### src/sv/length_prefixed_record_fifo_top_defines.svh
// Assertion macros used by the record FIFO datapath.
// Depends on nothing; included by files that carry concurrent checks.
`ifndef LENGTH_PREFIXED_RECORD_FIFO_TOP_DEFINES_SVH
`define LENGTH_PREFIXED_RECORD_FIFO_TOP_DEFINES_SVH
`ifndef SYNTHESIS
// property holds at every clock edge outside reset
`define LPRF_ASSERT(lbl, clk, rst, prop) \
  lbl: assert property (@(posedge clk) disable iff (rst) prop) \
    else $error("lprf assertion failed");
// condition never holds outside reset
`define LPRF_NEVER(lbl, clk, rst, cond) \
  lbl: assert property (@(posedge clk) disable iff (rst) !(cond)) \
    else $error("lprf forbidden condition");
`else
`define LPRF_ASSERT(lbl, clk, rst, prop)
`define LPRF_NEVER(lbl, clk, rst, cond)
`endif
`endif

### src/sv/lprf_pkg.sv
// Shared constants, codes and control types of the record FIFO.
// Used by the interfaces, controller, datapath and top level.
package lprf_pkg;

  localparam int RING_DEPTH = 1024;
  localparam int IDX_W      = $clog2(RING_DEPTH);
  localparam int MAX_RECORD = 64;
  localparam int LEN_W      = 7;
  localparam int LG_W       = 4;
  localparam int CNT_W      = 10;
  localparam int LG_MIN     = 2;
  localparam int LG_TOP     = (IDX_W < 10) ? IDX_W : 10;

  // actions
  localparam logic [2:0] ACT_PUSH_BEGIN = 3'd0;
  localparam logic [2:0] ACT_PUSH_BYTE  = 3'd1;
  localparam logic [2:0] ACT_SHIFT      = 3'd2;
  localparam logic [2:0] ACT_PEEK       = 3'd3;
  localparam logic [2:0] ACT_DISCARD    = 3'd4;
  localparam logic [2:0] ACT_ITER_START = 3'd5;
  localparam logic [2:0] ACT_ITER_NEXT  = 3'd6;

  // drop policies
  localparam logic [1:0] POL_HEAD = 2'd0;
  localparam logic [1:0] POL_TAIL = 2'd1;
  localparam logic [1:0] POL_ALL  = 2'd2;

  // result status
  localparam logic [2:0] ST_OK         = 3'd0;
  localparam logic [2:0] ST_TOO_LONG   = 3'd1;
  localparam logic [2:0] ST_NO_SPACE   = 3'd2;
  localparam logic [2:0] ST_EMPTY      = 3'd3;
  localparam logic [2:0] ST_OVER_LIMIT = 3'd4;
  localparam logic [2:0] ST_BAD_POLICY = 3'd5;
  localparam logic [2:0] ST_PUSH_OPEN  = 3'd6;

  typedef enum logic [1:0] {LEN_ZERO, LEN_RLEN, LEN_BTP, LEN_HDR} len_sel_t;

  typedef enum logic [3:0] {
    S_IDLE, S_DECODE, S_HDR0, S_HDR1, S_PBYTE, S_PURGE, S_RH0, S_RH1,
    S_RH2, S_RCHK, S_RD_A, S_RD_E, S_EMIT
  } state_t;

  typedef struct packed {
    logic       capture;
    logic       drop_all;
    logic       iter_start;
    logic       ptr_tail;
    logic       ptr_itail;
    logic       mem_rd;
    logic       hdr_hi;
    logic       hdr_lo;
    logic       guard_clr;
    logic       commit;
    logic       cnt_clr;
    logic       hdr_wr0;
    logic       hdr_wr1;
    logic       pbyte;
    logic       emit_single;
    logic       emit_data;
    logic [2:0] res_status;
    len_sel_t   res_sel;
  } cmd_t;

  typedef struct packed {
    logic [2:0] action;
    logic [1:0] policy;
    logic       btp_zero;
    logic       too_long;
    logic       no_space;
    logic       used_zero;
    logic       iused_zero;
    logic       over_limit;
    logic       hdr_zero;
    logic       purge_go;
    logic       last_byte;
    logic       out_free;
  } stat_t;

endpackage

### src/sv/lprf_ctrl.sv
// Sequencer of the record FIFO: steps each item through decode, memory
// accesses and result emission. Depends on lprf_pkg.
module lprf_ctrl (
  input  logic            clk,
  input  logic            rst,
  input  logic            cmd_valid,
  output logic            cmd_ready,
  input  lprf_pkg::stat_t st,
  output lprf_pkg::cmd_t  cmd
);

  lprf_pkg::state_t   state, state_next;
  logic [2:0]         res_status, res_status_next;
  lprf_pkg::len_sel_t res_sel, res_sel_next;

  // state and held result code
  always_ff @(posedge clk) begin
    if (rst) begin
      state      <= lprf_pkg::S_IDLE;
      res_status <= lprf_pkg::ST_OK;
      res_sel    <= lprf_pkg::LEN_ZERO;
    end else begin
      state      <= state_next;
      res_status <= res_status_next;
      res_sel    <= res_sel_next;
    end
  end

  // next state and commands
  always_comb begin
    state_next      = state;
    res_status_next = res_status;
    res_sel_next    = res_sel;
    cmd             = '0;
    cmd.res_status  = res_status;
    cmd.res_sel     = res_sel;
    cmd_ready       = 1'b0;
    unique case (state)
      lprf_pkg::S_IDLE: begin
        cmd_ready = 1'b1;
        if (cmd_valid) begin
          cmd.capture = 1'b1;
          state_next  = lprf_pkg::S_DECODE;
        end
      end
      lprf_pkg::S_DECODE: begin
        state_next      = lprf_pkg::S_EMIT;
        res_status_next = lprf_pkg::ST_OK;
        res_sel_next    = lprf_pkg::LEN_ZERO;
        unique case (st.action)
          lprf_pkg::ACT_PUSH_BEGIN: begin
            if (!st.btp_zero) begin
              res_status_next = lprf_pkg::ST_PUSH_OPEN;
            end else if (st.too_long) begin
              res_status_next = lprf_pkg::ST_TOO_LONG;
            end else begin
              case (st.policy)
                lprf_pkg::POL_TAIL: begin
                  if (st.no_space) res_status_next = lprf_pkg::ST_NO_SPACE;
                  else state_next = lprf_pkg::S_HDR0;
                end
                lprf_pkg::POL_HEAD: begin
                  cmd.guard_clr = 1'b1;
                  state_next    = lprf_pkg::S_PURGE;
                end
                lprf_pkg::POL_ALL: begin
                  cmd.drop_all = 1'b1;
                  state_next   = lprf_pkg::S_HDR0;
                end
                default: res_status_next = lprf_pkg::ST_BAD_POLICY;
              endcase
            end
          end
          lprf_pkg::ACT_PUSH_BYTE: begin
            if (st.btp_zero) res_status_next = lprf_pkg::ST_EMPTY;
            else state_next = lprf_pkg::S_PBYTE;
          end
          lprf_pkg::ACT_SHIFT, lprf_pkg::ACT_PEEK, lprf_pkg::ACT_DISCARD: begin
            if (st.used_zero) begin
              res_status_next = lprf_pkg::ST_EMPTY;
            end else begin
              cmd.ptr_tail = 1'b1;
              state_next   = lprf_pkg::S_RH0;
            end
          end
          lprf_pkg::ACT_ITER_START: begin
            cmd.iter_start = 1'b1;
          end
          lprf_pkg::ACT_ITER_NEXT: begin
            if (st.iused_zero) begin
              res_status_next = lprf_pkg::ST_EMPTY;
            end else begin
              cmd.ptr_itail = 1'b1;
              state_next    = lprf_pkg::S_RH0;
            end
          end
          default: ;
        endcase
      end
      lprf_pkg::S_HDR0: begin
        cmd.hdr_wr0 = 1'b1;
        state_next  = lprf_pkg::S_HDR1;
      end
      lprf_pkg::S_HDR1: begin
        cmd.hdr_wr1     = 1'b1;
        res_status_next = lprf_pkg::ST_OK;
        res_sel_next    = lprf_pkg::LEN_RLEN;
        state_next      = lprf_pkg::S_EMIT;
      end
      lprf_pkg::S_PBYTE: begin
        cmd.pbyte       = 1'b1;
        res_status_next = lprf_pkg::ST_OK;
        res_sel_next    = lprf_pkg::LEN_BTP;
        state_next      = lprf_pkg::S_EMIT;
      end
      lprf_pkg::S_PURGE: begin
        if (st.purge_go) begin
          cmd.ptr_tail = 1'b1;
          state_next   = lprf_pkg::S_RH0;
        end else begin
          state_next = lprf_pkg::S_HDR0;
        end
      end
      lprf_pkg::S_RH0: begin
        cmd.mem_rd = 1'b1;
        state_next = lprf_pkg::S_RH1;
      end
      lprf_pkg::S_RH1: begin
        cmd.hdr_hi = 1'b1;
        cmd.mem_rd = 1'b1;
        state_next = lprf_pkg::S_RH2;
      end
      lprf_pkg::S_RH2: begin
        cmd.hdr_lo = 1'b1;
        state_next = lprf_pkg::S_RCHK;
      end
      lprf_pkg::S_RCHK: begin
        state_next      = lprf_pkg::S_EMIT;
        res_status_next = lprf_pkg::ST_OK;
        res_sel_next    = lprf_pkg::LEN_ZERO;
        case (st.action)
          lprf_pkg::ACT_PUSH_BEGIN: begin
            cmd.commit = 1'b1;
            state_next = lprf_pkg::S_PURGE;
          end
          lprf_pkg::ACT_DISCARD: begin
            cmd.commit   = 1'b1;
            res_sel_next = lprf_pkg::LEN_HDR;
          end
          default: begin
            if (st.over_limit) begin
              res_status_next = lprf_pkg::ST_OVER_LIMIT;
              res_sel_next    = lprf_pkg::LEN_HDR;
            end else begin
              cmd.commit  = 1'b1;
              cmd.cnt_clr = 1'b1;
              if (!st.hdr_zero) state_next = lprf_pkg::S_RD_A;
            end
          end
        endcase
      end
      lprf_pkg::S_RD_A: begin
        cmd.mem_rd = 1'b1;
        state_next = lprf_pkg::S_RD_E;
      end
      lprf_pkg::S_RD_E: begin
        if (st.out_free) begin
          cmd.emit_data = 1'b1;
          state_next    = st.last_byte ? lprf_pkg::S_IDLE : lprf_pkg::S_RD_A;
        end
      end
      lprf_pkg::S_EMIT: begin
        if (st.out_free) begin
          cmd.emit_single = 1'b1;
          state_next      = lprf_pkg::S_IDLE;
        end
      end
      default: state_next = lprf_pkg::S_IDLE;
    endcase
  end

endmodule

### config.mk
export PLATFORM = sky130hd
export DESIGN_NAME = lprf_ctrl
export DESIGN_NICKNAME = d
export VERILOG_FILES = /design/src/sv/length_prefixed_record_fifo_top_defines.svh /design/src/sv/lprf_pkg.sv /design/src/sv/lprf_ctrl.sv
export SDC_FILE = /design/constraint.sdc
export NUM_CORES = 1
export LEC_CHECK = 0
export ABC_AREA = 0
export ABC_CLOCK_PERIOD_IN_PS = 4000
export BUFFER_PORTS_ARGS = -buffer_cell sky130_fd_sc_hd__buf_4
export CAP_MARGIN = 20
export CORE_MARGIN = 2
export CORE_UTILIZATION = 30
export CTS_CLUSTER_DIAMETER = 100
export DETAILED_ROUTE_END_ITERATION = 8
export PLACE_DENSITY_LB_ADDON = 0.08
export SYNTH_ARGS = -nofsm -noshare
export SYNTH_HDL_FRONTEND = slang
export SYNTH_SLANG_ARGS = --single-unit
### constraint.sdc
create_clock -name clk -period 4 [get_ports clk]
set_clock_uncertainty 0.15 [all_clocks]
set_input_delay 0.2 -clock clk [delete_from_list [all_inputs] [get_ports clk]]
set_output_delay 0.2 -clock clk [all_outputs]
set_load 0.02 [all_outputs]
==> results of run 1 <==
## synth_stat cells, types with 2 or more instances
| cell | n | area share |
|---|---|---|
| nor2_1 | 13 | 0.049 |
| o21ai_1 | 2 | 0.010 |
| clkbuf_1 | 7 | 0.026 |
| nor3b_1 | 2 | 0.015 |
| buf_1 | 2 | 0.0075 |
| nand2_1 | 9 | 0.034 |
| a31oi_1 | 3 | 0.019 |
| inv_1 | 6 | 0.022 |
| a21oi_1 | 9 | 0.045 |
| o31ai_1 | 3 | 0.022 |
| a221o_1 | 4 | 0.040 |
| a21o_1 | 2 | 0.015 |
| and2_1 | 2 | 0.012 |
| nor3_1 | 5 | 0.025 |
| nor4_1 | 3 | 0.019 |
| nor2b_1 | 10 | 0.062 |
| a211oi_1 | 3 | 0.022 |
| nand3_1 | 2 | 0.010 |
| dfxtp_1 | 9 | 0.18 |
| nand3b_1 | 3 | 0.022 |
| mux2i_1 | 3 | 0.030 |
| a221oi_1 | 2 | 0.017 |
| nand2b_1 | 6 | 0.037 |
| o21ai_0 | 6 | 0.030 |
## power by group through the flow
stage / clock network (W) / registers (W) / logic (W)
3_5_place_dp: 0 / 0.000194 / 0.000365
5_1_grt: 0.0000797 / 0.000200 / 0.000399
2_1_floorplan: 0 / 0.000148 / 0.000290
6_report: 0.0000723 / 0.000195 / 0.000364
4_1_cts: 0.0000764 / 0.000192 / 0.000366
3_3_place_gp: 0 / 0.000190 / 0.000366
## sequential cells by signal, indices dropped and copies added (netlist names)
signal,cells
state,4
res_sel,2
res_status,3
## critical path: stages, from the launching register on
cell and delay (ns):
dfxtp_1 0.72, or4b_1 0.68, nor4_2 0.35, buf_4 0.20
## metal layers
layer / track usage / vias to the layer above / part of all wire
met1: 0.240 / 542 / 0.48
met4: 0.0274 / 0 / 0.0049
met5: 0 / - / 0
met3: 0.0373 / 2 / 0.042
li1: - / 597 / -
met2: 0.254 / 32 / 0.47
## cell type report
type                    instances  area, um^2  area share
clock buffers                   4        26.3      0.0198
inverters                       6        22.5      0.0169
multi-input cells             115         751       0.564
flip-flops and latches          9         180       0.135
well taps                      46        57.6      0.0433
repair buffers                 39         293       0.220
## how the worst min path moves through the flow
stage	from	endpoint	slack [ns]	depth (start not counted)
6_report	rst	res_sel[1]	0.009	2
5_1_grt	rst	state[2]	0.004	2
4_1_cts	rst	state[2]	0.001	2
3_5_place_dp	rst	res_sel[1]	0.29	2
3_3_place_gp	rst	state[2]	0.28	2
2_1_floorplan	rst	res_sel[0]	0.12	1
## cells by family (layout without fill, tap and decap cells)
kind of cell | after synthesis | after routing
and+or+nand+nor | 67 | 67
AOI/OAI and AO/OA | 45 | 45
buffers and inverters | 18 | 49
DFF | 9 | 9
muxes | 3 | 3
## placed cells by master, fill, tap and decap left out, types with 4 or more instances in the layout
cell type,instances
buf_4,39
nor2_1,13
nor2b_1,10
nand2_1,9
a21oi_1,9
dfxtp_1,9
nand2b_1,6
inv_1,6
o21ai_0,6
nor3_1,5
a221o_1,4
## stage by stage
step,setup slack [ns],std cells
6_report,1.43,219
4_1_cts,1.44,219
3_3_place_gp,1.82,215
2_1_floorplan,1.94,142
5_1_grt,1.34,219
3_5_place_dp,1.73,215
==> flow_summary.ini, run 1 <==
[placement]
place_area_um2 = 1300
gp_congestion = 0.809
hpwl_um = 2370
portBuffers = 39

[synth]
yosys.area_share.simple = 0.403
syn_nets = 160
synthCells = 142
syn_avg_cell_area_um2 = 7.08
synth-adder-area-share = 0
synth_mux_area_frac = 0.0299
synth_top_family_by_area = simple AND/OR/NAND/NOR gates
synth_edf_count = 0
ys_types = 50
ys.flop_type = dfxtp_1
syn_area_um2 = 1000
synth_compound_area_frac = 0.314
yosys_register_bits = 9
post_synth_xor_area_fraction = 0
synth_warnings = 0
synthArstFlopShare = 0
seq_area_frac_synth = 0.179

[cts]
worstSkewPairLatency_ns = 0.26
ctsHtreeMaxLevel = 1
cts_tree = done
cts_buffers = 3
clk_pin_slew_ns = 0.06
clock-sinks = 9
cts_root_buffer = clkbuf_4
cts_setup_buffers = 0
clock_path_buffers = 2
ctsHoldBuffers = 0
ctsResizeCount = 0

[detailed_routing]
drc = 0
vias_per_cell = 5.36
drt_iter0_markers = 49
num_vias = 1173
drtAntennaViolNets = 0
first_pass_iters = 4
wl_per_cell_um = 14.0
routed_wl_um = 3070

[cells_and_area]
layout-drive-gt1-share = 0.277
stdcell_area_um2 = 1330
n_fill_cell = 368
n_antenna_cell = 0
final_net_count = 192
post-route-util = 0.405
area_delta_synth_final_pct = 32.4

[setup_path]
crit_path_start_kind = flop
path_class = reg -> out
required_ns = 3.65
cp-startpoint = state[0]
reg2reg_slack_ns = 1.80
r2r-end = res_status[0]
r2r_start = state[0]
cp.arrival_ns = 2.22
path_max_fanout = 19
reg2reg_depth = 3
cp-endpoint = cmd[12]
crit_path_end_kind = output pin

[global_routing]
grt_max_degree = 22
track_usage = 0.165
grt.overflow.total = 0
grt_pass1_vias = 1007
antenna_found_initial = 0
grt_pass1_wl_um = 4760

[pwr]
p_sw_frac = 0.487
power_frac_comb = 0.577
power_w = 0.000631
power.density_nw_per_um2 = 475
power.leakage_nw = 0.527
clkPwrFrac = 0.114
intPower_w = 0.000324
vdd_drop_max_v = 0.000204
power.switching_w = 0.000308
p_seq_frac = 0.308

[sta]
finalHoldViolCount = 0
maxSlewHeadroom = 0.546
period_needed_ns = 2.57
rsz0062_at_grt = no
setup_violations = 0
fin_hold_ws_ns = 0.00944
fin_tns_setup_ns = 0
slew_viol_final = 0
finalCritPeriodShare = 0.642
max_freq_ghz = 0.389
worst_slew_pin_slew_ns = 0.681

[floorplanning]
core_area_um2 = 3280
die_y_um = 61.9
io_pins = 40
die_x_um = 61.9
rows = 21
start_util = 0.306
die_area_um2 = 3830

[run]
maxCapViolCount = 0

[outcome]
outcome = completed

[hold_path]
hold_path.class = in -> reg
(Power assumes the default switching activity.)
==> run 2: changes to the inputs <==
--- a/config.mk
+++ b/config.mk
@@ -5,8 +5,8 @@
 export SDC_FILE = /design/constraint.sdc
 export NUM_CORES = 1
 export LEC_CHECK = 0
-export ABC_AREA = 0
-export ABC_CLOCK_PERIOD_IN_PS = 4000
+export ABC_AREA = 1
+export ABC_CLOCK_PERIOD_IN_PS = 2070
 export BUFFER_PORTS_ARGS = -buffer_cell sky130_fd_sc_hd__buf_4
 export CAP_MARGIN = 20
 export CORE_MARGIN = 2
==> constraint.sdc (replaced) <==
create_clock -name clk -period 2.07 [get_ports clk]
set_clock_uncertainty 0.15 [all_clocks]
set_input_delay 0.1035 -clock clk [delete_from_list [all_inputs] [get_ports clk]]
set_output_delay 0.1035 -clock clk [all_outputs]
set_load 0.02 [all_outputs]
==> flow_summary.ini, run 2 <==
[cells_and_area]
layout_common_cells = buf_4 (39), nand2_1 (36), inv_1 (29), nor2_1 (18)
seqCellArea_um2 = 180
area_delta_synth_final_pct = 42.3
layout-drive-gt1-share = 0.319
final_net_count = 223
mostFrequentLayoutCell = buf_4
n_antenna_cell = 0
multi_input_area_um2 = 569
top_register = state
n_fill_cell = 319
largest_register_ff_count = 4
reg_top3 = state (4), res_status (3), res_sel (2)
stdcell_area_um2 = 1260

[cts]
ctsHtreeMaxLevel = 1
cts_root_buffer = clkbuf_4
clock_path_buffers = 2
worstSkewPairLatency_ns = 0.26
cts_buffers = 3
cts_tree = done
cts_setup_buffers = 0
clk_pin_slew_ns = 0.06
clock-sinks = 9

[setup_path]
cp.arrival_ns = 1.48
cp_slowest_cell = dfxtp_1
crit_chain = inv_1 -> nand2_2 -> inv_1 -> nand2_2 -> inv_4 -> nand3_1 -> nor3_1 -> buf_4
critical-path-max-stage-delay_ns = 0.34
cp_top_family = buffers and inverters
crit_path_end_kind = output pin
critical_path_buf_inv_count = 4
reg2reg_depth = 8
path_depth = 8
crit_path_start_kind = flop
path_max_fanout = 6
path_class = reg -> out
required_ns = 1.82

[synth]
synth_most_common_cell = nand2_1
syn_avg_cell_area_um2 = 5.54
seq_area_frac_synth = 0.203
yosys_register_bits = 9
synth_edf_count = 0
syn_nets = 178
synthArstFlopShare = 0
netlist.area_leader.share = 0.203
ys_types = 23
ys.flop_type = dfxtp_1
syn_area_um2 = 887
synth_warnings = 0
synthCells = 160
yosys.area.top_type = dfxtp_1
netlist_top_cells_area = dfxtp_1 (20%), nand2_1 (15%), inv_1 (12%)
yosys-top-cells-count = nand2_1 (36), inv_1 (29), nor2_1 (18)

[sta]
finalCritPeriodShare = 0.838
finalHoldViolCount = 0
max_freq_ghz = 0.576
rsz0062_at_grt = no
fin_tns_setup_ns = 0
period_needed_ns = 1.73
maxSlewHeadroom = 0.806
worst_slew_pin_slew_ns = 0.291
setup_violations = 0
slew_viol_final = 0
fin_hold_ws_ns = 0.0796

[detailed_routing]
drt_iter0_markers = 26
num_vias = 1157
drtAntennaViolNets = 0
routed_wl_um = 2720
drc = 0
vias_per_cell = 4.92
wl_per_cell_um = 11.6
first_pass_iters = 4

[floorplanning]
rows = 19
die_x_um = 58.4
core_area_um2 = 2780
start_util = 0.319
io_pins = 40
die_y_um = 58.4
die_area_um2 = 3410

[run]
maxCapViolCount = 0

[placement]
hpwl_um = 2350
place_area_um2 = 1210
portBuffers = 39
gp_congestion = 0.833

[pwr]
power.leakage_nw = 0.690
vdd_drop_max_v = 0.000713
power.density_nw_per_um2 = 996

[outcome]
outcome = completed

[global_routing]
grt_max_degree = 9
grt.overflow.total = 0
track_usage = 0.166
grt_pass1_vias = 1069
grt_pass1_wl_um = 4440
antenna_found_initial = 0

[hold_path]
min_delay_path_depth = 4
hold_path.class = in -> reg
[run 2: per-layer routing]
layer | GRT usage | share of wire | wire, um | vias to the layer above
met5 | 0 | 0 | 0 | -
met4 | 0.0432 | 0.0052 | 14 | 0
met3 | 0.0352 | 0.067 | 181 | 2
met2 | 0.279 | 0.48 | 1290 | 36
met1 | 0.215 | 0.45 | 1230 | 517
li1 | - | - | - | 602
[run 2: area by class of cell]
type	instances	area share
Clock inverter	1	0.00396
Tap cell	31	0.0307
Timing Repair Buffer	41	0.248
Multi-Input combinational cell	115	0.451
Inverter	35	0.106
Sequential cell	9	0.143
Clock buffer	3	0.0178
[run 2: worst reg2reg max path: stages, from the launching register on]
cell and delay (ns):
dfxtp_1 0.34, inv_1 0.10, nand2_2 0.09, inv_2 0.09
nand2_1 0.08, a21oi_1 0.29, a21oi_2 0.09, o21ai_1 0.09
a21oi_1 0.07
[run 2: worst paths after layout]
check	from	to	slack (ns)
hold reg to reg	res_status[1]	res_status[1]	0.32
setup reg to reg	state[2]	state[0]	0.59
setup / recovery	state[2]	cmd[19]	0.34
hold / removal	st[14]	res_status[1]	0.08
[run 2: cell families (layout without fill, tap and decap cells)]
| logic type | Yosys count | after routing | synth area share |
|---|---|---|---|
| AOI/OAI and AO/OA | 26 | 26 | 0.168 |
| DFF | 9 | 9 | 0.203 |
| and+or+nand+nor | 89 | 89 | 0.474 |
| buffers and inverters | 36 | 80 | 0.155 |
[run 2: metrics by stage]
stage	instances	worst slack (ns)	util	total power, W
detailed placement	229	0.600	0.437	0.00113
floorplan	160	0.586	-	0.000861
global placement	229	0.624	0.437	0.00112
global route	235	0.247	0.454	0.00137
finish	235	0.335	0.454	0.00126
CTS	235	0.331	0.454	0.00127
[run 2: where the power goes]
part / switching (W) / internal, W / total (W)
clock network: 0.0000613 / 0.0000711 / 0.000132
registers: 0.0000426 / 0.000226 / 0.000269
logic: 0.000542 / 0.000314 / 0.000856
[run 2: what timing repair did]
action	CTS	global route
hold buffers	2	0
gates resized for setup	0	0
hold endpoints to repair	7	0
==> run 3: changes to the inputs <==
--- a/config.mk
+++ b/config.mk
@@ -5,8 +5,8 @@
 export SDC_FILE = /design/constraint.sdc
 export NUM_CORES = 1
 export LEC_CHECK = 0
-export ABC_AREA = 1
-export ABC_CLOCK_PERIOD_IN_PS = 2070
+export ABC_AREA = 0
+export ABC_CLOCK_PERIOD_IN_PS = 1750
 export BUFFER_PORTS_ARGS = -buffer_cell sky130_fd_sc_hd__buf_4
 export CAP_MARGIN = 20
 export CORE_MARGIN = 2
==> constraint.sdc (replaced) <==
create_clock -name clk -period 1.75 [get_ports clk]
set_clock_uncertainty 0.15 [all_clocks]
set_input_delay 0.0875 -clock clk [delete_from_list [all_inputs] [get_ports clk]]
set_output_delay 0.0875 -clock clk [all_outputs]
set_load 0.02 [all_outputs]
==> flow_summary.ini, run 3 (same netlist as run 1, synthesis figures left out) <==
[outcome]
outcome = finished, violations left
violations = setup timing

[setup_path]
path_max_fanout = 8
path_class = reg -> out
required_ns = 1.51
cp.arrival_ns = 1.64
crit_path_start_kind = flop
crit_path_end_kind = output pin

[pwr]
p_seq_frac = 0.186
vdd_drop_max_v = 0.000328
power.switching_w = 0.000759
clkPwrFrac = 0.098
intPower_w = 0.000862
power.density_nw_per_um2 = 1080
p_sw_frac = 0.468
power.leakage_nw = 0.599
power_frac_comb = 0.716

[placement]
portBuffers = 39
gp_congestion = 0.792
pre_cts_ws_ns = 0.0366
hpwl_um = 2470
place_area_um2 = 1370
dp.cells = 223

[cells_and_area]
mostFrequentLayoutCell = buf_4
stdcell_area_um2 = 1500
largest_register_ff_count = 4
instances_no_fill = 229
layout-drive-gt1-share = 0.361
layout_common_cells = buf_4 (45), nor2_1 (13), nor2b_1 (10), nand2_1 (9)
reg_top3 = state (4), res_status (3), res_sel (2)
top_register = state
area_delta_synth_final_pct = 49.3
final_net_count = 202
n_antenna_cell = 0

[cts]
cts_root_buffer = clkbuf_4
cts_buffers = 3
ctsHtreeMaxLevel = 1
worstSkewPairLatency_ns = 0.25
clk_pin_slew_ns = 0.06
cts_tree = done
clock_path_buffers = 2
clock-sinks = 9

[sta]
slew_viol_final = 0
finalHoldViolCount = 0
worst_slew_pin_slew_ns = 0.339
rsz0062_at_grt = yes
period_needed_ns = 1.88
max_freq_ghz = 0.533
timing.final.ws_setup_ns = -0.127
finalCritPeriodShare = 1.07
maxSlewHeadroom = 0.772
setup_violations = 5

[global_routing]
grt_max_degree = 21
grt.overflow.total = 0
grt_pass1_wl_um = 4920
grt_pass1_vias = 1036
antenna_found_initial = 0
track_usage = 0.172

[floorplanning]
die_x_um = 61.9
rows = 21
core_area_um2 = 3280
io_pins = 40
die_y_um = 61.9
start_util = 0.306
die_area_um2 = 3830

[detailed_routing]
drtAntennaViolNets = 0
routed_wl_um = 3220
drc = 0
vias_per_cell = 5.26
drt_iter0_markers = 39
wl_per_cell_um = 14.1
num_vias = 1204
first_pass_iters = 4

[hold_path]
hold_path.class = in -> reg

[run]
maxCapViolCount = 0
## run 3: routing by layer
layer	track usage	up-vias	routed length (um)
li1	-	613	-
met1	0.241	569	1560
met2	0.277	20	1560
met3	0.0311	2	88
met4	0.0365	0	19
met5	0	-	0
## run 3: final timing paths
path                            slack (ns)     startpoint  cells past startpoint            end
worst max-delay path                 -0.13       state[1]                      4        cmd[17]
worst max register to register        0.02       state[1]                      4       state[1]
worst min register to register        0.31  res_status[2]                      2  res_status[2]
worst min-delay path                  0.05          st[0]                      4       state[3]
## run 3: what timing repair did
action,CTS,global route
resized for setup,8,8
endpoints found under the setup margin,6,11
pin swaps,3,2
hold buffers,1,0
buffers inserted,1,0
endpoints found under the hold margin,4,0
## run 3: area by class of cell
class,count,area (um^2)
Sequential cell,9,181
Clock buffer,4,26.3
Fill cell,357,1780
Inverter,6,22.5
Tap cell,46,57.6
Timing Repair Buffer,49,385
Multi-Input combinational cell,115,827
## run 3: power groups by stage
stage          clock, W  combinational (W)  sequential, W
6_report       0.000159            0.00116       0.000301
5_1_grt        0.000178            0.00126       0.000309
4_1_cts        0.000167            0.00111       0.000298
3_5_place_dp          0            0.00107       0.000303
3_3_place_gp          0            0.00106       0.000301
2_1_floorplan         0           0.000675       0.000338
## run 3: stage by stage
stage | power [W] | util | setup TNS (ns) | hold slack, ns
final | 0.00162 | 0.457 | -0.367 | 0.0480
after global placement | 0.00136 | 0.417 | 0 | 0.172
after CTS | 0.00158 | 0.446 | -0.541 | 0.0276
after detailed placement | 0.00137 | 0.417 | 0 | 0.172
after global routing | 0.00174 | 0.457 | -0.843 | 0.0686
after floorplan | 0.00101 | - | -1.11 | 0.00657
## run 3: critical path, cell delays in order (launching register included)
cell and delay (ns):
dfxtp_2 0.31, or4b_4 0.53, buf_8 0.16, o31ai_4 0.23, buf_6 0.15
